File: src/design/fwq_ram.sv
// fwq_ram: generic single-port-write, registered-read ram
// no dependencies
module fwq_ram #(
    parameter int Width = 8,
    parameter int Depth = 16
) (
    input  logic                     i_clk,
    input  logic                     i_we,
    input  logic [$clog2(Depth)-1:0] i_waddr,
    input  logic [Width-1:0]         i_wdata,
    input  logic [$clog2(Depth)-1:0] i_raddr,
    output logic [Width-1:0]         o_rdata
);
    logic [Width-1:0] r_mem [Depth];

    // write port and registered read port
    always_ff @(posedge i_clk) begin
        if (i_we) begin
            r_mem[i_waddr] <= i_wdata;
        end
        o_rdata <= r_mem[i_raddr];
    end
endmodule

File: config.mk
export PLATFORM = sky130hd
export DESIGN_NAME = fwq_ram
export DESIGN_NICKNAME = d
export VERILOG_FILES = /design/src/design/fwq_ram.sv
export SDC_FILE = /design/constraint.sdc
export NUM_CORES = 1
export LEC_CHECK = 0
export BUFFER_PORTS_ARGS = -buffer_cell sky130_fd_sc_hd__buf_4
export CORE_ASPECT_RATIO = 2
export CORE_MARGIN = 2
export CORE_UTILIZATION = 45
export DETAILED_ROUTE_END_ITERATION = 8
export PLACE_DENSITY = 0.7
export SLEW_MARGIN = 20
export SYNTH_ARGS = -nofsm -noshare
export SYNTH_HDL_FRONTEND = slang
export SYNTH_SLANG_ARGS = --single-unit
File: constraint.sdc
create_clock -name i_clk -period 1.65 [get_ports i_clk]
set_clock_uncertainty 0.2 [all_clocks]
set_input_delay 0.0825 -clock i_clk [delete_from_list [all_inputs] [get_ports i_clk]]
set_output_delay 0.0825 -clock i_clk [all_outputs]
set_load 0.01 [all_outputs]
==> results.json <==
{
  "outcome": "finished, final reports clean",
  "io_pins": 26,
  "overflow": 0,
  "drive_above_1_share_pct": 32.4,
  "postSynthNetCount": 247,
  "antenna_found_initial": 0,
  "dp_cells": 409,
  "coreArea_um2": 11200,
  "hold_ws_ns": 0.0389,
  "clk_pin_slew_ns": 0.06,
  "final_area_um2": 6350,
  "grt_pass1_wl_um": 14600,
  "detailed_place.area_um2": 5640,
  "dieArea_um2": 12400,
  "layout.nets": 314,
  "synth.distinct_cells": 19,
  "peakVddDrop_v": 0.000867,
  "synth_seq_cells": 136,
  "dieWidth_um": 79.6,
  "slew_headroom_pct": 71.9,
  "via_per_inst": 5.49,
  "drt_iter0_markers": 209,
  "cp-end-kind": "register",
  "final_max_slew_viol_count": 0,
  "worst_pin_slew_ns": 0.422,
  "fillers": 809,
  "clock-sinks": 136,
  "cts_resized": 0,
  "grt_pass1_vias": 2534,
  "dp_slack_ns": 0.0438,
  "power.density_nw_per_um2": 1280,
  "maxCapViolCount": 0,
  "fin_cells": 451,
  "start_util_pct": 45.9,
  "finalWeightedCongestion": 0.781,
  "hpwl_um": 6550,
  "ant_nets": 0,
  "cts-htree-levels": 4,
  "worstPathRequired_ns": 1.74,
  "ys_seq_area_share_pct": 77.8,
  "syn_avg_cell_area_um2": 22.5,
  "cts_buffers": 17,
  "root_buffer": "clkbuf_16",
  "gr-usage-all-layers_pct": 17.0,
  "clk_latency_ns": 0.41,
  "routed_wl_um": 9700,
  "rsz0062_at_grt": "no",
  "vias": 2476,
  "cts_max_path_buffers": 2,
  "rows": 55,
  "cp-start-kind": "register",
  "synthCells": 229,
  "port_buffers": 25,
  "worstPathArrival_ns": 1.63,
  "post-route-period-util_pct": 93.5,
  "finalHoldViolCount": 0,
  "fin_crit_ns": 1.54,
  "synth_warnings": 0,
  "cts_tree": "yes",
  "fmax_mhz": 648,
  "area_growth_pct": 23.4,
  "fin_setup_tns_ns": 0,
  "grt_max_degree": 33,
  "drcViolationCount": 0,
  "synth_area_um2": 5150,
  "p_leak_nw": 2.19,
  "finalWorstSetupSlack_ns": 0.108,
  "holdCritPathClass": "input pin to register",
  "dr.pass1.iters": 4,
  "crit_type": "register to register",
  "die_height_um": 155,
  "path_max_fanout": 1,
  "setup_violations": 0,
  "wire_per_inst_um": 21.5,
  "antenna_cells": 0
}
-- cells by family (layout without fill, tap and decap cells) --
family / after synthesis / after routing / synth area share [%]
and+or+nand+nor: 35 / 35 / 3.18
DFF: 136 / 136 / 77.8
buffers and inverters: 10 / 90 / 1.68
muxes: 32 / 32 / 15.0
AOI/OAI and AO/OA: 16 / 16 / 2.33
-- through the flow --
step                utilization, %  power [mW]
floorplan                        -        4.16
global placement              50.3        4.34
detailed placement            50.3        4.36
CTS                           56.6        8.19
global route                  56.6        8.36
finish                        56.6        8.12
-- routing by layer --
metal,global-route usage (%),vias to the layer above,part of all wire (%)
met2,29.8,105,57
met1,18.9,1254,35
met5,0,-,0
li1,-,1106,-
met4,8.13,0,1.8
met3,4.18,11,5.4
-- what timing repair did --
item / 4_1_cts / 5_1_grt
endpoints found under the hold margin: 144 / 0
buffers inserted: 0 / 0
hold buffers: 10 / 0
-- sequential cells by signal, summed over array words and instances (netlist names) --
signal,cells
o_rdata,8
r_mem,128
-- area by class of cell --
class	count	area, um2	share of cell area, %
Sequential cell	136	4000	63.0
Tap cell	142	178	2.80
Multi-Input combinational cell	83	1060	16.7
Timing Repair Buffer	58	498	7.84
Clock inverter	14	173	2.72
Clock buffer	18	439	6.91
-- synthesized netlist by cell type (all sizes together) --
master,instances,area [um2]
edfxtp,128,3840
mux4,32,773
a22oi,16,120
nor2,13,48.8
nand2,9,33.8
dfxtp,8,160
buf,7,56.3
nor3,4,20.0
clkdlybuf4s25,3,30.0
nand2b,2,12.5
nand3b,2,15.0
and2,1,6.26
and2b,1,7.51
nand3,1,5.00
nor2b,1,6.26
or3b,1,8.76
-- path summary, 6_finish.rpt --
path	startpoint	cells past startpoint	slack, ns	endpoint
min reg2reg	r_mem[4][1]	3	0.46	o_rdata[1]
min	i_raddr[3]	5	0.04	o_rdata[4]
max reg2reg	r_mem[2][0]	3	0.11	o_rdata[0]
max	r_mem[2][0]	3	0.11	o_rdata[0]
-- cells in the final DEF, fill, tap and decap left out, types with 8 or more instances in the layout --
cell type      count
mux4_1            14
buf_4             45
mux4_2            18
nand2_1            9
edfxtp_1         128
dlygate4sd3_1     10
clkbuf_16         17
a22oi_1           16
dfxtp_1            8
nor2_1            13
-- critical path, stage by stage (launching register included) --
cell and delay, ns:
edfxtp_1 0.38, mux4_1 0.52, a22oi_1 0.23, nand2_1 0.10
-- where the power goes --
part | leakage (nW) | internal [mW] | switching, mW
sequential | 1.22 | 3.86 | 0.0226
clock | 0.297 | 2.43 | 1.40
combinational | 0.669 | 0.204 | 0.205
Note: power is estimated with default switching activity, not from simulation.
