**config.mk**
```make
export PLATFORM = sky130hd
export DESIGN_NAME = fwq_hash
export DESIGN_NICKNAME = d
export VERILOG_FILES = /design/src/design/fwq_pkg.sv /design/src/design/fwq_hash.sv
export SDC_FILE = /design/constraint.sdc
export NUM_CORES = 2
export LEC_CHECK = 0
export ABC_AREA = 1
export BUFFER_PORTS_ARGS = -buffer_cell sky130_fd_sc_hd__buf_2
export CAP_MARGIN = 25
export CORE_MARGIN = 8
export CORE_UTILIZATION = 40
export CTS_CLUSTER_SIZE = 10
export DETAILED_ROUTE_END_ITERATION = 10
export PLACE_DENSITY_LB_ADDON = 0.25
export SLEW_MARGIN = 10
export SYNTH_ARGS = -nofsm -noshare
export SYNTH_HDL_FRONTEND = slang
export SYNTH_SLANG_ARGS = --single-unit
```
**constraint.sdc**
```tcl
create_clock -name i_clk -period 20.3 [get_ports i_clk]
set_input_delay 2.03 -clock i_clk [delete_from_list [all_inputs] [get_ports i_clk]]
set_output_delay 2.03 -clock i_clk [all_outputs]
set_load 0.005 [all_outputs]
```
**src/design/fwq_pkg.sv**
```systemverilog
// fwq_pkg: shared types and constants of the futex wait-queue engine
// no dependencies
package fwq_pkg;

    localparam int Buckets    = 16;
    localparam int Ways       = 2;
    localparam int QueueDepth = 8;
    localparam int MaxResults = 8;
    localparam int NSlots     = Buckets * Ways;
    localparam int NStore     = NSlots * QueueDepth;
    localparam int SlotW      = (NSlots > 1) ? $clog2(NSlots) : 1;
    localparam int BucketW    = (Buckets > 1) ? $clog2(Buckets) : 1;
    localparam int WayW       = (Ways > 1) ? $clog2(Ways) : 1;
    localparam int HeadW      = (QueueDepth > 1) ? $clog2(QueueDepth) : 1;
    localparam int CountW     = $clog2(QueueDepth + 1);
    localparam int StoreW     = (NStore > 1) ? $clog2(NStore) : 1;

    localparam logic [63:0] MixC1 = 64'hbf58476d1ce4e5b9;
    localparam logic [63:0] MixC2 = 64'h94d049bb133111eb;

    typedef enum logic [2:0] {
        ST_BLOCKED    = 3'd0,
        ST_MISMATCH   = 3'd1,
        ST_WOKEN      = 3'd2,
        ST_NONE       = 3'd3,
        ST_TABLE_FULL = 3'd4,
        ST_QUEUE_FULL = 3'd5
    } t_status;

    // hash unit operations
    typedef enum logic [2:0] {
        HOP_XS30 = 3'd0,
        HOP_MUL1 = 3'd1,
        HOP_XS27 = 3'd2,
        HOP_MUL2 = 3'd3,
        HOP_XS31 = 3'd4
    } t_hop;

    typedef enum logic [3:0] {
        S_IDLE,
        S_HASH,
        S_HWAIT,
        S_SEARCH,
        S_DECIDE,
        S_RD,
        S_RDWAIT,
        S_EMIT,
        S_OUT
    } t_state;

endpackage

```
**src/design/fwq_hash.sv**
```systemverilog
// fwq_hash: shared splitmix64 step unit, one xor-shift or 16-bit partial product a cycle
// depends on fwq_pkg
module fwq_hash (
    input  logic          i_clk,
    input  logic          i_rst_n,
    input  logic          i_start,
    input  logic [63:0]   i_addr,
    output logic          o_done,
    output logic [63:0]   o_hash
);
    import fwq_pkg::*;

    logic        r_busy, n_busy;
    t_hop        r_op, n_op;
    logic [1:0]  r_part, n_part;
    logic [63:0] r_val, n_val;
    logic [63:0] r_acc, n_acc;
    logic [63:0] w_c;
    logic [63:0] w_pp;

    assign w_c   = (r_op == HOP_MUL1) ? MixC1 : MixC2;
    // one 64x16 partial product, truncated to 64 bits
    assign w_pp  = (r_val * {48'd0, w_c[r_part*16 +: 16]}) << (r_part * 16);
    // final xor-shift result is on n_val in the cycle o_done is high
    assign o_hash = n_val;

    // step sequencer
    always_comb begin
        n_busy = r_busy;
        n_op   = r_op;
        n_part = r_part;
        n_val  = r_val;
        n_acc  = r_acc;
        o_done = 1'b0;
        if (i_start) begin
            n_busy = 1'b1;
            n_op   = HOP_XS30;
            n_val  = i_addr;
        end else if (r_busy) begin
            case (r_op)
                HOP_XS30: begin
                    n_val = r_val ^ (r_val >> 30);
                    n_op  = HOP_MUL1;
                    n_part = 2'd0;
                    n_acc = '0;
                end
                HOP_MUL1, HOP_MUL2: begin
                    n_acc  = r_acc + w_pp;
                    n_part = r_part + 2'd1;
                    if (r_part == 2'd3) begin
                        n_val = r_acc + w_pp;
                        n_op  = (r_op == HOP_MUL1) ? HOP_XS27 : HOP_XS31;
                    end
                end
                HOP_XS27: begin
                    n_val  = r_val ^ (r_val >> 27);
                    n_op   = HOP_MUL2;
                    n_part = 2'd0;
                    n_acc  = '0;
                end
                HOP_XS31: begin
                    n_val  = r_val ^ (r_val >> 31);
                    n_busy = 1'b0;
                    o_done = 1'b1;
                end
                default: n_busy = 1'b0;
            endcase
        end
    end

    always_ff @(posedge i_clk) begin
        if (!i_rst_n) begin
            r_busy <= 1'b0;
        end else begin
            r_busy <= n_busy;
        end
        r_op   <= n_op;
        r_part <= n_part;
        r_val  <= n_val;
        r_acc  <= n_acc;
    end
endmodule

```
==> results.tsv <==
metric	value	unit
layout cells sized above 1	5.70	%
vias per std cell	5.70	
core area	97800	sq um
most common cell after layout, fill and taps aside	nand2_1	
Final Critical Period	15.86	ns
CP endpoint kind	primary output	
all-layer global routing usage	33.2	%
Min-Delay Startpoint	r_busy	
vias post-DR	37400	
yosys synthesis warning count	0	
Root Driver	clkbuf_16	
Post-synth EDFFs	66	
postcts setup bufs	0	
Final nets	6249	
Crit-path slowest cell	clkinv_1	
Worst Tran Pin Value	1.21	ns
simple logic cell fraction of the synthesized area	19.2	%
Reg-to-Reg End	r_val[37]	
CTS H-tree lvls	4	
Seq/Total Area, Yosys	8.52	%
average size of a mapped cell	7.42	sq um
highest clock rate	0.0631	GHz
HPWL Detailed	144000	microns
initial core utilization	40.1	%
TritonCTS buffer count	17	
maxcap violations	0	
GR met1 Demand/Resource	45.1	%
met3 GRT Util	8.03	%
synthesis-to-finish area growth	6.21	%
global-route wire length before repair	262000	microns
Detailed Route Iter0 Violations	4001	
clock skew	0.0287	ns
crit-path most repeated cell	fa_1	
drt drc	0	
mux cell area share after synthesis	0.0255	%
Worst-path clk slew	0.08	ns
DRT Pass-1 Iters	6	
critical path launch point type	register	
setup TNS	0	ns
fraction of the mapped netlist area in compound gates	12.1	%
XOR/XNOR share of the synthesized area	2.86	%
Top FF cell, synth	dfxtp_1	
final hold violation count	0	
post-cts hold buffer count	0	
GPL Wtd Cong	1.03	
Worst Path Max Fanout	66	
antenna violations before repair	8	
Worst R2R Start	r_part[0]	
Finished Core Util	42.6	%
Post-Syn Nets	6279	
vias in the first global route	38100	
Cell Area, Placed	41100	sq um
Die W	329	microns
cell area after layout	41700	sq um
post-route insts no fill	6557	
crit path from	r_part[0]	
Slew Viols, Final	0	
busiest grt layer	met2	
#FFs+latches synth	134	
largest family of logic cells by synthesized area	adder cells	
RSZ-0062 raised after global routing	false	
largest net degree at the start of global routing	69	
clock tree buffer depth	2	
post-cts repair resize count	0	
CP endpoint	o_hash[37]	
status	finished, final reports clean	
crit path DAT	13.83	ns
Clock Latency Late Sink	0.55	ns
post-synthesis cell count	5284	
synthesized area	39200	sq um
Critical Path RT	18.27	ns
WL/cell	27.5	microns
GRT overflow	0	
Synth async-reset ratio	0	%
Routed Antenna Nets	0	
Netlist cell types	64	
area share of the largest cell type after synthesis	38.4	%
top post-synthesis cells by area	fa_1, nand2_1, inv_1	
Total Wirelength	180000	microns
Die Ht	329	microns
placed cells	6521	
Site Rows	115	
type of the most critical hold path	reg2reg	
R2R depth	35	
clock sink count	134	
largest stage delay on the critical path	0.83	ns
commonest cells after routing, fill and taps aside	nand2_1, inv_1, fa_1	
die footprint	108000	sq um
final setup fails	0	
IO Pins	132	
Adder-Cell Fraction of Synth Area	44.0	%
critical path class	reg2out	
Tcrit/Tclk final	78.1	%
flop-to-flop setup slack	7.01	ns
CTS tree	done	
IO Port Bufs	131	
met2 GRT Util	48.6	%
relative slew slack	18.4	%
post-synth top area cell	fa_1	
==> critical path, delay by kind of cell, from the launching register on <==
family / cells / cell delay (ns)
buffers and inverters: 8 / 2.82
flip-flops: 1 / 0.33
AO/OA/AOI/OAI: 7 / 2.37
XOR/XNOR: 2 / 0.97
AND/OR/NAND/NOR: 10 / 2.54
adder cells (fa/ha/maj): 9 / 4.22
==> state kept, by name, summed over array words and instances, names as in the netlist <==
register and count:
r_val 64, r_acc 64, r_part 2, r_op 3, r_busy 1
==> layout make-up <==
cell class              count  area [sq um]
inverters                1113          4180
fillers                 10300         56200
diodes                      3          7.51
clock inverters            12          90.1
well taps                1287          1610
flip-flops and latches    134          3340
multi-input cells        3779         30700
clock buffers              20           468
repair buffers            209          1240
==> through the flow <==
stage | hold WS, ns | worst slack, ns
final | 0.559 | 4.44
after global routing | 0.591 | 4.15
after CTS | 0.541 | 4.82
after detailed placement | 0.551 | 5.44
after global placement | 0.557 | 5.31
after floorplan | 0.481 | 9.44
==> Yosys cell counts, drive strengths merged, types with 3 or more instances <==
cell type and count:
nand2 1121, inv 1100, fa 753, nor2 609
a21oi 313, o21ai 244, clkbuf 214, ha 175
nand3 94, xor2 80, dfxtp 68, edfxtp 66
o211ai 56, o22ai 50, xnor2 47, buf 44
a31oi 35, nor3 34, a21o 20, o221ai 19
o21a 17, nor4 16, o21bai 14, clkinv 13
a21boi 12, nand4 12, a221oi 11, or2 8
a211oi 7, nand3b 7, o31ai 4, a311oi 3
o2111ai 3, o32ai 3
==> layer usage <==
layer	vias up	share of wire (%)
met5	-	0.022
met4	4	6.5
met3	498	10
met1	18700	41
met2	2158	42
li1	16000	-
==> cell families (layout without fill, tap and decap cells) <==
kind of cell,Yosys count,count (layout)
AO/OA/AOI/OAI,818,818
other,0,3
multiplexers,1,1
buffers and inverters,1371,1354
adder cells (fa/ha/maj),928,928
flip-flops,134,134
AND/OR/NAND/NOR,1905,1905
XOR/XNOR,127,127
==> worst min path at each step <==
stage / to / depth (start not counted)
detailed placement: r_op[0] / 2
finish: r_op[0] / 2
CTS: r_op[0] / 2
floorplan: r_op[0] / 2
global route: r_val[37] / 2
global placement: r_val[49] / 2
Power is left out: the tool's default activity adds up to more than one toggle a clock period on the data nets, which glitch-free logic cannot reach.
